$ cat src/sbph_pkg.sv
// shared types and constants for the spectrum bar peak hold and decay unit
// no dependencies

package sbph_pkg;

  localparam int unsigned BinW     = 24;
  localparam int unsigned LevelW   = 16;
  localparam int unsigned StoreW   = 15;
  localparam int unsigned IdxW     = 8;
  localparam int unsigned GainW    = 16;
  localparam int unsigned MarginW  = 4;
  localparam int unsigned CfgIdxW  = 1;
  localparam int unsigned CfgDataW = 16;

  localparam logic [CfgIdxW-1:0] RegLevelGain  = 1'b0;
  localparam logic [CfgIdxW-1:0] RegMarginBars = 1'b1;

  localparam logic [GainW-1:0]   GainReset   = 16'd1024;
  localparam logic [MarginW-1:0] MarginReset = 4'd4;

  typedef struct packed {
    logic vld;
    logic last;
    logic direct;
  } dec_ctl_t;

endpackage

$ cat src/sbph_front.sv
// input side: bin position tracking and running column sum
// depends on sbph_pkg

module sbph_front #(
  parameter int unsigned BARS    = 256,
  parameter int unsigned COLUMNS = 32
) (
  input  logic                                    clk_i,
  input  logic                                    rst_ni,
  input  logic                                    accept_i,
  input  logic signed [sbph_pkg::BinW-1:0]        bin_i,
  input  logic                                    frame_start_i,
  output logic                                    col_end_o,
  output logic signed [sbph_pkg::BinW+$clog2(BARS/COLUMNS)-1:0] fin_sum_o,
  output logic [((COLUMNS > 1) ? $clog2(COLUMNS) : 1)-1:0]      fin_col_o,
  output logic [$clog2(BARS)-1:0]                 fin_base_o
);

  localparam int unsigned ColW    = BARS / COLUMNS;
  localparam int unsigned PosW    = $clog2(BARS);
  localparam int unsigned OffW    = (ColW > 1) ? $clog2(ColW) : 1;
  localparam int unsigned SumW    = sbph_pkg::BinW + $clog2(ColW);
  localparam int unsigned ColIdxW = (COLUMNS > 1) ? $clog2(COLUMNS) : 1;

  logic [PosW-1:0]        pos_q, pos_cur;
  logic [OffW-1:0]        off_q, off_cur;
  logic [PosW-1:0]        col_q, col_cur;
  logic signed [SumW-1:0] sum_q, sum_cur, sum_add;
  logic                   in_range, last_off;

  logic signed [SumW-1:0] fin_sum_q;
  logic [ColIdxW-1:0]     fin_col_q;
  logic [PosW-1:0]        fin_base_q;

  assign pos_cur  = frame_start_i ? '0 : pos_q;
  assign off_cur  = frame_start_i ? '0 : off_q;
  assign col_cur  = frame_start_i ? '0 : col_q;
  assign sum_cur  = frame_start_i ? '0 : sum_q;
  assign sum_add  = sum_cur + SumW'(bin_i);
  assign in_range = (PosW+1)'(col_cur) < (PosW+1)'(COLUMNS);
  assign last_off = off_cur == OffW'(ColW - 1);
  assign col_end_o = in_range && last_off;

  always_ff @(posedge clk_i or negedge rst_ni) begin
    if (!rst_ni) begin
      pos_q <= '0;
      off_q <= '0;
      col_q <= '0;
      sum_q <= '0;
    end else if (accept_i) begin
      if (pos_cur == PosW'(BARS - 1)) begin
        pos_q <= '0;
        off_q <= '0;
        col_q <= '0;
      end else begin
        pos_q <= pos_cur + PosW'(1);
        if (last_off) begin
          off_q <= '0;
          col_q <= col_cur + PosW'(1);
        end else begin
          off_q <= off_cur + OffW'(1);
          col_q <= col_cur;
        end
      end
      if (col_end_o) begin
        sum_q <= '0;
      end else if (in_range) begin
        sum_q <= sum_add;
      end else begin
        sum_q <= sum_cur;
      end
    end
  end

  always_ff @(posedge clk_i) begin
    if (accept_i && col_end_o) begin
      fin_sum_q  <= sum_add;
      fin_col_q  <= col_cur[ColIdxW-1:0];
      fin_base_q <= pos_cur - PosW'(ColW - 1);
    end
  end

  assign fin_sum_o  = fin_sum_q;
  assign fin_col_o  = fin_col_q;
  assign fin_base_o = fin_base_q;

endmodule

$ cat config.mk
export PLATFORM = sky130hd
export DESIGN_NAME = sbph_front
export DESIGN_NICKNAME = d
export VERILOG_FILES = /design/src/sbph_pkg.sv /design/src/sbph_front.sv
export SDC_FILE = /design/constraint.sdc
export NUM_CORES = 1
export LEC_CHECK = 0
export BUFFER_PORTS_ARGS = -buffer_cell sky130_fd_sc_hd__buf_2
export CORE_ASPECT_RATIO = 0.75
export CORE_MARGIN = 8
export CORE_UTILIZATION = 54
export CTS_BUF_LIST = sky130_fd_sc_hd__clkbuf_2 sky130_fd_sc_hd__clkbuf_4 sky130_fd_sc_hd__clkbuf_8
export DETAILED_ROUTE_END_ITERATION = 8
export PLACE_DENSITY = 0.78
export SYNTH_ARGS = -nofsm -noshare
export SYNTH_HDL_FRONTEND = slang
export SYNTH_SLANG_ARGS = --single-unit
$ cat constraint.sdc
create_clock -name clk_i -period 4.3 [get_ports clk_i]
set_input_delay 1.29 -clock clk_i [delete_from_list [all_inputs] [get_ports clk_i]]
set_output_delay 1.29 -clock clk_i [all_outputs]
set_load 0.02 [all_outputs]
==> summary.txt <==
Global route
  – Residual overflow from global routing: 0
  – M2 GR Usage: 0.316
  – Busiest layer in global routing: met2
  – Initial antenna violation count: 0
  – Met3 global-route usage: 0.0465
  – Via count of the first global-routing pass: 4067
  – Total global-route track usage: 0.204
  – First-pass GRT wire length: roughly 21000 µm
  – Met1 layer usage reported by global route: 0.273
  – Pin count of the biggest net entering global routing: 48

Detailed routing
  – First DRT Iteration DRCs: 400
  – Overall routed net length: 12800 µm
  – DR vias: between 4000 and 5000
  – Drt via density: 5.88
  – Detailed-route DRC error count: 0
  – Router iterations before antenna repair: 5
  – Number of routed nets with antenna violations: 0
  – Post-DR wirelength/cell: 18.0 µm

Clock network
  – Root buffer cell: clkbuf_8
  – Post-CTS Hold Fix Bufs: 0
  – Clock sink count: 86
  – Maximum number of buffers from clock root to sink: 2
  – Setup Buffers After CTS: 0
  – Post-cts gate resize count: 0
  – CTS tree: yes
  – TritonCTS Buffers: 9
  – Clock latency of the later-clocked register in the worst-skew pair: 370 ps
  – Clk slew on worst S/H paths: ~80 ps
  – Deepest level of the CTS H-tree: 3

Floorplanning
  – Site Rows: 31
  – Die outline area: 13000 µm²
  – Top-level I/O count: 69
  – Total core area: 9500 µm²
  – Chip width: 129 µm
  – Vertical die dimension: 101 µm
  – Starting Density: 0.546

Power
  – Sw Ratio: 0.337
  – Leakage power of the design: 2.62 nW
  – Cell internal power dissipation: 1.77 mW
  – Net switching power: about 0.9 mW
  – P per Cell Area: 454 nW/µm²
  – Share of total power in the clock network: 0.239
  – IR drop worst, VDD: roughly 190 µV
  – Sequential fraction of design power: 0.410
  – Gate power share: 0.352

Setup path
  – Kind of critical path: in2out
  – Signal arrival time at the worst endpoint: about 2500 ps
  – Cell at the slowest stage of the critical path: buf_12
  – CP cell instances: buf_2 > buf_12 > nor2_1 > ha_1 > ha_1 > inv_1 > nor2_1 > buf_2
  – Crit path largest cell delay: about 190 ps
  – Data required time at the worst endpoint: about 3000 ps
  – Count of buffer and inverter cells on the critical path: 4
  – Reg2reg path depth: 10
  – Critical Path Sink Type: output pin
  – Critical path launch point type: input pin
  – Cell family with most CP delay: buffers and inverters
  – Critical path fanouts, max: between 40 and 50
  – Number of logic stages on the critical path including buffering: 8

Synthesis
  – Avg Inst Size Synth: around 10 µm²
  – Post-synth top flop: dfrtp_1
  – Post-Syn Nets: ~580
  – Cell count after synthesis: ~520
  – Yosys warnings: 0
  – Fraction of the yosys area taken by sequential cells: 0.453
  – Post-synth ARST share: 0.535
  – Flop and latch count out of synthesis: 86
  – Combined area of all synthesized cells: 5190 µm²
  – Number of enable flip-flop cells after synthesis: 40
  – Unique masters post-synth: 55

Timing
  – Fmax: about 0.26 GHz
  – Slew Limit Fails: 0
  – Clock skew: approximately 6.9 ps
  – Period minus WS final: 3790 ps
  – Setup TNS: 0 ps
  – Setup repair after global routing missed its margin: false
  – Setup slack after layout: 510 ps
  – Max-Slew Margin vs Limit: 0.287
  – Period Utilization, post-route: 0.881
  – Least-Margin Pin Slew: 1070 ps
  – Number of endpoints with negative hold slack in the final report: 0
  – Number of setup violations in the final report: 0

Status
  – Status: completed

Finish
  – Area overhead of the layout relative to synthesis: 13.1%
  – Share of final-layout standard cells stronger than drive strength 1: 0.176
  – # nets final: 630
  – Number of diodes: 0

Placed design
  – GP Congestion: 0.937
  – Quantity of I/O buffers inserted on ports: between 60 and 70
  – Setup Slack @ Placement: 248 ps
  – Detailed placement HPWL: 9100 µm

Run
  – Maximum capacitance violations: 0

Worst hold path
  – Hold crit path type: reg2reg
  – Hold path depth: 2
[registers in the layout (all words and copies together), names as in the netlist]
register / flops
off_q: 3
pos_q: 8
col_q: 8
sum_q: 27
fin_col_o: 5
fin_sum_o: 27
fin_base_o: 8
[through the flow]
stage	std cells	hold WS (ps)	utilization	cell area, µm²	power, mW
2_1_floorplan	521	442	-	5200	1.81
3_3_place_gp	695	464	0.595	5650	1.98
3_5_place_dp	695	475	0.595	5650	2.02
4_1_cts	711	496	0.618	5870	2.66
5_1_grt	711	516	0.618	5870	2.80
6_report	711	494	0.618	5870	2.66
[worst paths after layout]
check	start	to	slack (ps)
setup / recovery	frame_start_i	col_end_o	510
hold / removal	sum_q[0]$_DFFE_PN0P_	sum_q[0]$_DFFE_PN0P_	490
setup reg to reg	sum_q[0]$_DFFE_PN0P_	sum_q[24]$_DFFE_PN0P_	1250
hold reg to reg	sum_q[0]$_DFFE_PN0P_	sum_q[0]$_DFFE_PN0P_	490
max in group asynchronous	rst_ni	sum_q[4]$_DFFE_PN0P_	2520
min in group asynchronous	rst_ni	sum_q[18]$_DFFE_PN0P_	1110
[power by group through the flow]
stage | logic, mW | registers [mW] | clock network [mW]
3_3_place_gp | 0.887 | 1.10 | 0
3_5_place_dp | 0.917 | 1.10 | 0
2_1_floorplan | 0.749 | 1.06 | 0
5_1_grt | 1.02 | 1.11 | 0.679
4_1_cts | 0.923 | 1.09 | 0.648
6_report | 0.936 | 1.09 | 0.636
[worst min-delay path: stages, from the launching register on]
cell	delay [ps]
dfrtp_1	350
nand2_1	50
o21ai_0	60
[cells in the final DEF, fill, tap and decap left out, types with 7 or more instances in the layout]
master and n:
nor3_1 7, edfxtp_1 40, buf_2 68, a21o_1 15, nand4_1 8, xnor2_1 26, nor2_1 26, a22o_1 20
dfrtp_1 46, inv_1 23, o211ai_1 9, nor2b_1 27, o22ai_1 7, a31oi_1 8, clkbuf_8 9, o21a_1 7
and3_1 9, o21ai_0 29, nand2_1 52, ha_1 27, a21oi_1 24, xor2_1 14
[layer usage]
metal | vias to the layer above | routed length (µm)
met4 | 0 | 233
met3 | 20 | 857
met1 | 2030 | 5860
met2 | 139 | 5840
li1 | 1992 | -
met5 | - | 0
[cells by family (layout without fill, tap and decap cells)]
group,count (synthesis),in the layout,synth area share
AO/OA/AOI/OAI,153,153,0.209
XOR/XNOR,41,41,0.0706
adder cells (fa/ha/maj),29,29,0.0709
buffers and inverters,57,115,0.0439
flip-flops,86,86,0.453
multiplexers,3,3,0.00578
AND/OR/NAND/NOR,152,152,0.147
[final cells by class]
class / count / area, µm²
clock inverter: 4 / 71.3
tap: 132 / 165
multi-input combinational: 378 / 2620
clock buffer: 12 / 146
timing repair buffer: 76 / 425
fill: 797 / 3630
sequential: 86 / 2350
inverter: 23 / 86.3
[synth_stat cells (3+ instances only)]
master     count  area, µm²
o22ai_1        7       43.8
buf_2          5       25.0
nor2_1        27        101
mux2i_1        3       30.0
buf_1          3       11.3
xor2_1        14        123
nor2b_1       27        169
o211ai_1       9       67.6
or3_1          4       25.0
a21o_1        15        113
nor3_1         7       35.0
a21oi_1       24        120
inv_1         23       86.3
nand3_1        6       30.0
o21ai_1        4       20.0
o21bai_1       3       22.5
ha_1          27        338
o2bb2ai_1      3       26.3
o21ai_0       30        150
nand4_1        8       50.1
edfxtp_1      40       1200
clkbuf_1      25       93.8
xnor2_1       26        228
dfrtp_1       46       1150
a21boi_1       3       22.5
and3_1         9       56.3
o21a_1         7       52.6
a31oi_1        8       50.1
or4_1          3       22.5
a22o_1        20        175
and2_1         4       25.0
nand2_1       52        195
No activity file was read; power rests on OpenSTA's default activity.
