**src/sbph_pkg.sv**
```systemverilog
// shared types and constants for the spectrum bar peak hold and decay unit
// no dependencies

package sbph_pkg;

  localparam int unsigned BinW     = 24;
  localparam int unsigned LevelW   = 16;
  localparam int unsigned StoreW   = 15;
  localparam int unsigned IdxW     = 8;
  localparam int unsigned GainW    = 16;
  localparam int unsigned MarginW  = 4;
  localparam int unsigned CfgIdxW  = 1;
  localparam int unsigned CfgDataW = 16;

  localparam logic [CfgIdxW-1:0] RegLevelGain  = 1'b0;
  localparam logic [CfgIdxW-1:0] RegMarginBars = 1'b1;

  localparam logic [GainW-1:0]   GainReset   = 16'd1024;
  localparam logic [MarginW-1:0] MarginReset = 4'd4;

  typedef struct packed {
    logic vld;
    logic last;
    logic direct;
  } dec_ctl_t;

endpackage

```
**src/sbph_decay.sv**
```systemverilog
// decay pipeline: prev*factor, divide by the hold length via reciprocal and correction
// depends on sbph_pkg

module sbph_decay #(
  parameter int unsigned HOLD_FRAMES = 500,
  parameter int unsigned ADDR_W      = 8
) (
  input  logic                                clk_i,
  input  logic                                rst_ni,
  input  logic                                en_i,
  input  sbph_pkg::dec_ctl_t                  ctl_i,
  input  logic [ADDR_W-1:0]                   addr_i,
  input  logic [sbph_pkg::StoreW-1:0]         prev_i,
  input  logic [sbph_pkg::StoreW-1:0]         direct_lvl_i,
  input  logic [$clog2(HOLD_FRAMES+2)-1:0]    factor_i,
  output sbph_pkg::dec_ctl_t                  ctl_o,
  output logic [ADDR_W-1:0]                   addr_o,
  output logic [sbph_pkg::StoreW-1:0]         level_o,
  output logic                                busy_o
);

  localparam int unsigned StoreW = sbph_pkg::StoreW;
  localparam int unsigned FacW   = $clog2(HOLD_FRAMES + 2);
  localparam int unsigned ProdW  = StoreW + FacW;
  localparam int unsigned QuotW  = StoreW + 1;
  localparam int unsigned Recip  = (2 ** ProdW) / HOLD_FRAMES;
  localparam int unsigned RecipW = $clog2(Recip + 1);
  localparam int unsigned RpW    = ProdW + RecipW;

  sbph_pkg::dec_ctl_t s1_ctl_q, s2_ctl_q, s3_ctl_q;
  logic [ADDR_W-1:0]  s1_addr_q, s2_addr_q, s3_addr_q;
  logic [StoreW-1:0]  s1_prev_q, s2_prev_q, s3_prev_q;
  logic [StoreW-1:0]  s1_dir_q, s2_dir_q, s3_dir_q;
  logic [ProdW-1:0]   s1_p_q, s2_p_q, s3_p_q;
  logic [QuotW-1:0]   s2_q_q, s3_q_q;
  logic [ProdW-1:0]   s3_qh_q;

  logic [RpW-1:0]     recip_prod;
  logic [ProdW-1:0]   rem;
  logic [QuotW-1:0]   quot;

  assign recip_prod = RpW'(s1_p_q) * RpW'(Recip);

  always_ff @(posedge clk_i or negedge rst_ni) begin
    if (!rst_ni) begin
      s1_ctl_q <= '0;
      s2_ctl_q <= '0;
      s3_ctl_q <= '0;
    end else if (en_i) begin
      s1_ctl_q <= ctl_i;
      s2_ctl_q <= s1_ctl_q;
      s3_ctl_q <= s2_ctl_q;
    end
  end

  always_ff @(posedge clk_i) begin
    if (en_i) begin
      s1_addr_q <= addr_i;
      s1_prev_q <= prev_i;
      s1_dir_q  <= direct_lvl_i;
      s1_p_q    <= ProdW'(prev_i) * ProdW'(factor_i);

      s2_addr_q <= s1_addr_q;
      s2_prev_q <= s1_prev_q;
      s2_dir_q  <= s1_dir_q;
      s2_p_q    <= s1_p_q;
      s2_q_q    <= QuotW'(recip_prod >> ProdW);

      s3_addr_q <= s2_addr_q;
      s3_prev_q <= s2_prev_q;
      s3_dir_q  <= s2_dir_q;
      s3_p_q    <= s2_p_q;
      s3_q_q    <= s2_q_q;
      s3_qh_q   <= ProdW'(s2_q_q) * ProdW'(HOLD_FRAMES);
    end
  end

  // reciprocal estimate is low by at most one
  assign rem  = s3_p_q - s3_qh_q;
  assign quot = s3_q_q + QuotW'(rem >= ProdW'(HOLD_FRAMES));

  always_comb begin
    if (s3_ctl_q.direct) begin
      level_o = s3_dir_q;
    end else if (quot >= QuotW'(s3_prev_q)) begin
      level_o = '0;
    end else begin
      level_o = StoreW'(QuotW'(s3_prev_q) - quot);
    end
  end

  assign ctl_o  = s3_ctl_q;
  assign addr_o = s3_addr_q;
  assign busy_o = s1_ctl_q.vld || s2_ctl_q.vld || s3_ctl_q.vld;

endmodule

```
**config.mk**
```make
export PLATFORM = sky130hd
export DESIGN_NAME = sbph_decay
export DESIGN_NICKNAME = d
export VERILOG_FILES = /design/src/sbph_pkg.sv /design/src/sbph_decay.sv
export SDC_FILE = /design/constraint.sdc
export NUM_CORES = 1
export LEC_CHECK = 0
export ABC_AREA = 1
export BUFFER_PORTS_ARGS = -buffer_cell sky130_fd_sc_hd__buf_2
export CORE_ASPECT_RATIO = 1.2
export CORE_MARGIN = 2
export CORE_UTILIZATION = 41
export CTS_CLUSTER_DIAMETER = 100
export DETAILED_ROUTE_END_ITERATION = 6
export PLACE_DENSITY_LB_ADDON = 0.2
export SLEW_MARGIN = 25
export SYNTH_ARGS = -nofsm -noshare
export SYNTH_HDL_FRONTEND = slang
export SYNTH_SLANG_ARGS = --single-unit
```
**constraint.sdc**
```tcl
create_clock -name clk_i -period 11.08 [get_ports clk_i]
set_input_delay 1.662 -clock clk_i [delete_from_list [all_inputs] [get_ports clk_i]]
set_output_delay 1.662 -clock clk_i [all_outputs]
set_load 0.1 [all_outputs]
```
==> run summary, run 1 <==
Final slew viol count: 0
Status: finished clean
Antenna violations before repair: 0
Critical Path AT: 6.05 ns
Placed cells: 2956
Fillcell total: 5010
Mux contribution to synthesized area: 0.0520%
Synth Area in Compound Gates: 5.60%
Die H: 256 um
Largest family of logic cells by synthesized area: adder cells
GR Util met1: 22.4%
ANT cells: 0
Worst Hold Path Cells: 0
Max Clock Skew: 0.0162 ns
Final Instance Area: 0.0238 mm^2
First-pass GRT wire length: 76.6 mm
Worst r2r src: s1_p_q[15]$_DFFE_PP_
Vias: 14720
Initial Util: 41.3%
Worst-path fanout max: 5
Largest net degree at the start of global routing: 111
Total track usage: 17.6%
RSZ-0062 raised after global routing: no
Fin crit share: 69.6%
Clk sinks: 243
XOR/XNOR Fraction of Synth Area: 3.03%
Initial DRC Count: 787
Setup slack, reg-to-reg: 6.05 ns
Post-synthesis sequential area ratio: 33.5%
Hold-fix buffers, CTS: 0
Post-CTS Setup Bufs: 0
Average wire per standard cell: 15.4 um
FF-to-FF path depth: 18
GR Layer Usage met2: 31.3%
CP max-delay cell: fa_1
Worst path most repeated cell: nand2_1
Pre-Repair DR Iteration Count: 5
Max Freq: 0.130 GHz
RePlAce Congestion: 0.906
CTS tree: done
Final Util: 45.4%
Max cap viols: 0
Clock Path Buffers: 3
Synth area leaders: edfxtp_1 (32%), fa_1 (19%), ha_1 (18%), inv_1 (8.0%), nand2_1 (7.3%)
Fraction of layout cells with a size suffix above 1: 6.61%
CP startpoint kind: flop
Final TNS setup: 0 ns
H-tree Lvls: 1
Placed inst area: 0.0228 mm^2
Gates resized, CTS repair: 0
Vias in the first global route: 15331
Unique cell type count in the Yosys netlist: 41
WS Path Type: reg2out
Synth top area share: 32.5%
Clock-pin slew on the worst setup and hold paths: 0.06 ns
Ys Warns: 0
Number of nets still failing antenna checks after routing: 0
# IOs: 80
Worst Hold Path EP: addr_o[0]$_DFFE_PP_
Yosys top cell by area: edfxtp_1
Final net count: 2842
Synthesized area per cell: 9.84 um^2
Hold crit path type: reg2reg
Main synth FF type: edfxtp_1
Highest cell delay on the worst timing path: 0.49 ns
Final setup fails: 0
Period minus WS final: 7.71 ns
Syn_nets: 2763
Post-Syn Instances: 2201
Die X: 214 um
Number of placement rows: 92
Worst slew margin relative to its limit: 43.7%
EDFF count, synth: 234
Busiest grt layer: met2
Non-filler cells in the finished layout: 3004
Flops & latches, synth: 243
Clk_lat worst skew: 0.56 ns
Post-Synth Simple-Gate Area: 12.7%
Core area: 0.0524 mm^2
Critical hold path startpoint: s2_addr_q[0]$_DFFE_PP_
Final HPWL DP: 37.7 mm
Reg-to-Reg End: s2_q_q[14]$_DFFE_PP_
Final Hold Viols: 0
Adder-cell share of the synthesized area: 36.4%
Clock root buffer: clkbuf_16
Top-count cell post-synth: inv_1
Netlist Area Pre-Place: 0.0217 mm^2
Crit end category: primary output
Fraction of registers with async set/reset: 3.70%
Commonest cells post-synth: inv_1 (462), nand2_1 (422), ha_1 (308)
Area growth syn-to-layout: 9.93%
Worst Tran Pin Value: 0.845 ns
Worst Path Required: 9.42 ns
Vias per cell: 4.90
IO buf count: 79
CTS Buf Count: 27
Grt ovf: 0
Final wirelength: 46.4 mm
M3 GR Usage: 1.66%
Die area: 0.0547 mm^2
Drt drc: 0
==> cell usage in the layout (no fill, tap or decap), drive strengths merged, types with 3 or more instances in the layout <==
cell	count
nor4	3
nand2	426
nand3b	8
fa	201
a31oi	3
xnor2	22
o21bai	3
a21oi	126
o31ai	4
nand3	61
bufinv	6
nor3	15
nor2	95
clkinv	5
o21ai	71
xor2	53
buf	81
edfxtp	234
nand4	35
dfrtp	9
clkbuf	30
ha	308
a21boi	3
o211ai	6
inv	472
and2	3
a21o	8
==> stage by stage <==
stage	hold WS, ns	worst slack (ns)
final	0.411	3.37
after global routing	0.419	2.77
after CTS	0.412	3.29
after detailed placement	0.405	3.90
after global placement	0.401	4.01
after floorplan	0.400	4.62
==> worst max path at each step <==
| stage | cells after the start | slack, ns | startpoint | endpoint |
|---|---|---|---|---|
| 2_1_floorplan | 32 | 4.62 | s3_p_q[2]$_DFFE_PP_ | level_o[14] |
| 3_3_place_gp | 33 | 4.01 | s3_p_q[2]$_DFFE_PP_ | level_o[14] |
| 3_5_place_dp | 33 | 3.90 | s3_p_q[2]$_DFFE_PP_ | level_o[14] |
| 4_1_cts | 31 | 3.29 | s3_p_q[2]$_DFFE_PP_ | level_o[14] |
| 5_1_grt | 33 | 2.77 | s3_p_q[2]$_DFFE_PP_ | level_o[14] |
| 6_report | 31 | 3.37 | s3_p_q[2]$_DFFE_PP_ | level_o[14] |
==> flip-flops by register name, summed over array words and instances (netlist names), 16 cells and up <==
register / count
s1_p_q: 24
s2_p_q: 22
s3_p_q: 22
s3_qh_q: 20
s2_q_q: 16
s3_q_q: 16
==> routing by layer <==
layer / part of all wire (%) / wire (um)
met1: 44 / 20200
met2: 51 / 23600
met5: 0 / 0
met3: 2.6 / 1220
met4: 2.8 / 1300
==> critical path: cells and delay by family, from the launching register on <==
kind,cells,cell delay (ns)
xor+xnor,3,0.59
flops,1,0.35
simple gates,18,2.18
compound gates,1,0.18
fa+ha+maj,5,1.51
buf+inv,4,0.65
==> cells by family after synthesis <==
group                    count (synthesis)
AO/OA/AOI/OAI                          227
XOR/XNOR                                75
adder cells (fa/ha/maj)                509
buffers and inverters                  497
flip-flops                             243
multiplexers                             1
AND/OR/NAND/NOR                        649
==> cell type report <==
cell class / instances / area (um^2) / area share (%)
Clock buffer: 30 / 687 / 2.89
Multi-Input combinational cell: 1461 / 12500 / 52.6
Tap cell: 705 / 882 / 3.71
Timing Repair Buffer: 81 / 424 / 1.78
Inverter: 466 / 1750 / 7.35
Sequential cell: 243 / 7250 / 30.5
Clock inverter: 18 / 289 / 1.21
Power of run 1 is not shown: default switching activity piles up to over one toggle a cycle in this logic, so the estimate is an artifact.
==> run 2: changes to the inputs <==
==> constraint.sdc (replaced) <==
create_clock -name clk_i -period 7.5 [get_ports clk_i]
set_input_delay 1.125 -clock clk_i [delete_from_list [all_inputs] [get_ports clk_i]]
set_output_delay 1.125 -clock clk_i [all_outputs]
set_load 0.1 [all_outputs]
==> run 2 against run 1 <==
  * Critical path type unchanged
  * Die area stayed put
  * Global-route usage hardly changed
  * Sequential share of layout area is 0.12 points higher
  * Critical endpoint is now level_o[8]
==> run summary, run 2 (synthesis results as in run 1) <==
Grt ovf: 0 (unchanged)
Core area: 0.0524 mm^2 (unchanged)
IO buf count: 79 (unchanged)
Worst r2r src: s1_p_q[18]$_DFFE_PP_ (was s1_p_q[15]$_DFFE_PP_)
Reg-to-Reg End: s2_q_q[14]$_DFFE_PP_ (unchanged)
RSZ-0062 raised after global routing: no (unchanged)
Clock-pin slew on the worst setup and hold paths: 0.06 ns (about the same)
Worst path most repeated cell: nand2_1 (unchanged)
Critical path endpoint: level_o[8] (was level_o[14])
Total track usage: 17.6% (about the same)
Final slew viol count: 0 (unchanged)
Final Instance Area: 0.0237 mm^2 (was 0.0238 mm^2)
Most frequent cells in the layout: inv_1 (462), nand2_1 (422), ha_1 (307) (was inv_1 (462), nand2_1 (422), ha_1 (308))
Max Clock Skew: 0.0175 ns (was 0.0162 ns)
Critical Path AT: 5.87 ns (was 6.05 ns)
Final Hold Viols: 0 (unchanged)
Worst Tran Pin Value: 0.874 ns (was 0.845 ns)
H-tree Lvls: 1 (unchanged)
Die H: 256 um (unchanged)
Worst-path fanout max: 15 (was 5)
Vias: 14618 (was 14720)
RePlAce Congestion: 0.902 (was 0.906)
CTS Buf Count: 28 (was 27)
Die X: 214 um (unchanged)
# IOs: 80 (unchanged)
Antenna violations before repair: 0 (unchanged)
Final wirelength: 46.4 mm (about the same)
Vias per cell: 4.87 (was 4.90)
Crit end category: primary output (unchanged)
WL met3: 1.02 mm (was 1.22 mm)
Final TNS setup: 0 ns (unchanged)
Placed inst area: 0.0228 mm^2 (about the same)
Clock Path Buffers: 3 (unchanged)
Largest net degree at the start of global routing: 143 (was 111)
WS Path Type: reg2out (unchanged)
Leading cell type in the layout, fill and taps excluded: inv_1 (unchanged)
Die area: 0.0547 mm^2 (unchanged)
CTS tree: done (unchanged)
Clk sinks: 243 (unchanged)
Hold crit path type: reg2reg (unchanged)
FF-to-FF path depth: 18 (unchanged)
Post-CTS Setup Bufs: 0 (unchanged)
First-pass GRT wire length: 76.7 mm (was 76.6 mm)
Area growth syn-to-layout: 9.49% (was 9.93%)
Max FFs per register: 24 (unchanged)
Worst slew margin relative to its limit: 41.7% (was 43.7%)
Max Freq: 0.143 GHz
Average wire per standard cell: 15.4 um (about the same)
Clock root buffer: clkbuf_16 (unchanged)
CP max-delay cell: fa_1 (unchanged)
Period minus WS final: 6.99 ns
Final net count: 2842 (unchanged)
CP startpoint kind: flop (unchanged)
Crit path from: s3_p_q[2]$_DFFE_PP_ (unchanged)
Status: finished clean (unchanged)
Routed met2 length: 23.8 mm (was 23.6 mm)
Biggest regs: s1_p_q x24, s2_p_q x22, s3_p_q x22 (unchanged)
Final HPWL DP: 37.7 mm (about the same)
Initial Util: 41.3% (unchanged)
Most flops, register: s1_p_q (unchanged)
Vias in the first global route: 15308 (was 15331)
Number of nets still failing antenna checks after routing: 0 (unchanged)
Pre-Repair DR Iteration Count: 5 (unchanged)
Max cap viols: 0 (unchanged)
Worst Path Required: 6.38 ns (was 9.42 ns)
WL met1: 20.3 mm (was 20.2 mm)
Final setup fails: 0 (unchanged)
Highest cell delay on the worst timing path: 0.50 ns (was 0.49 ns)
Worst Hold Path Cells: 0 (unchanged)
Clk_lat worst skew: 0.56 ns (about the same)
Number of placement rows: 92 (unchanged)
Fraction of layout cells with a size suffix above 1: 6.40% (was 6.61%)
Setup slack, reg-to-reg: 2.44 ns (was 6.05 ns)
Fin crit share: 93.2%
Drt drc: 0 (unchanged)
Initial DRC Count: 785 (was 787)
Top layer used by detailed routing: met4 (unchanged)
ANT cells: 0 (unchanged)
[run 2: repair_timing]
action / CTS / global route
endpoints found under the setup margin: 0 / 15
hold buffers: 0 / 0
gates resized for setup: 0 / 19
[run 2: per-layer routing]
layer,vias to the layer above,track usage [%]
met5,-,0
met4,0,5.27
met3,81,1.50
met2,178,31.5
met1,7106,22.5
li1,7253,-
[run 2: layout make-up]
cell class / count / area (um^2)
repair buffers: 80 / 467
clock buffers: 32 / 716
multi-input cells: 1461 / 12500
clock inverters: 16 / 116
fillers: 4989 / 28700
inverters: 466 / 1750
flip-flops and latches: 243 / 7250
well taps: 705 / 882
[run 2: metrics by stage]
stage	cells	worst slack, ns	util, %	hold slack (ns)
after floorplan	2201	1.58	-	0.400
after global placement	2955	0.963	43.6	0.400
after detailed placement	2955	0.836	43.6	0.405
after CTS	3003	0.228	45.2	0.396
after global routing	3003	0.0190	45.3	0.394
final	3003	0.508	45.3	0.411
[run 2: worst min-delay path by stage]
stage                                        from                       to  slack, ns
after floorplan            s2_addr_q[0]$_DFFE_PP_      addr_o[0]$_DFFE_PP_       0.40
after global placement      s1_dir_q[1]$_DFFE_PP_    s2_dir_q[1]$_DFFE_PP_       0.40
after detailed placement  s1_prev_q[13]$_DFFE_PP_  s2_prev_q[13]$_DFFE_PP_       0.40
after CTS                                  rst_ni     ctl_o[2]$_DFFE_PN0P_       0.40
after global routing                       rst_ni  s2_ctl_q[2]$_DFFE_PN0P_       0.39
final                         s2_p_q[6]$_DFFE_PP_      s3_p_q[6]$_DFFE_PP_       0.41
[run 2: worst max-delay path: cells and delay by family (launching register included)]
kind | cells | cell delay (ns)
adders and majority gates | 5 | 1.44
AOI/OAI and AO/OA | 2 | 0.44
xor gates and xnor gates | 2 | 0.42
and+or+nand+nor | 16 | 2.11
buffers and inverters | 4 | 0.55
DFF | 1 | 0.36
Power of run 2 is left out for the same reason.
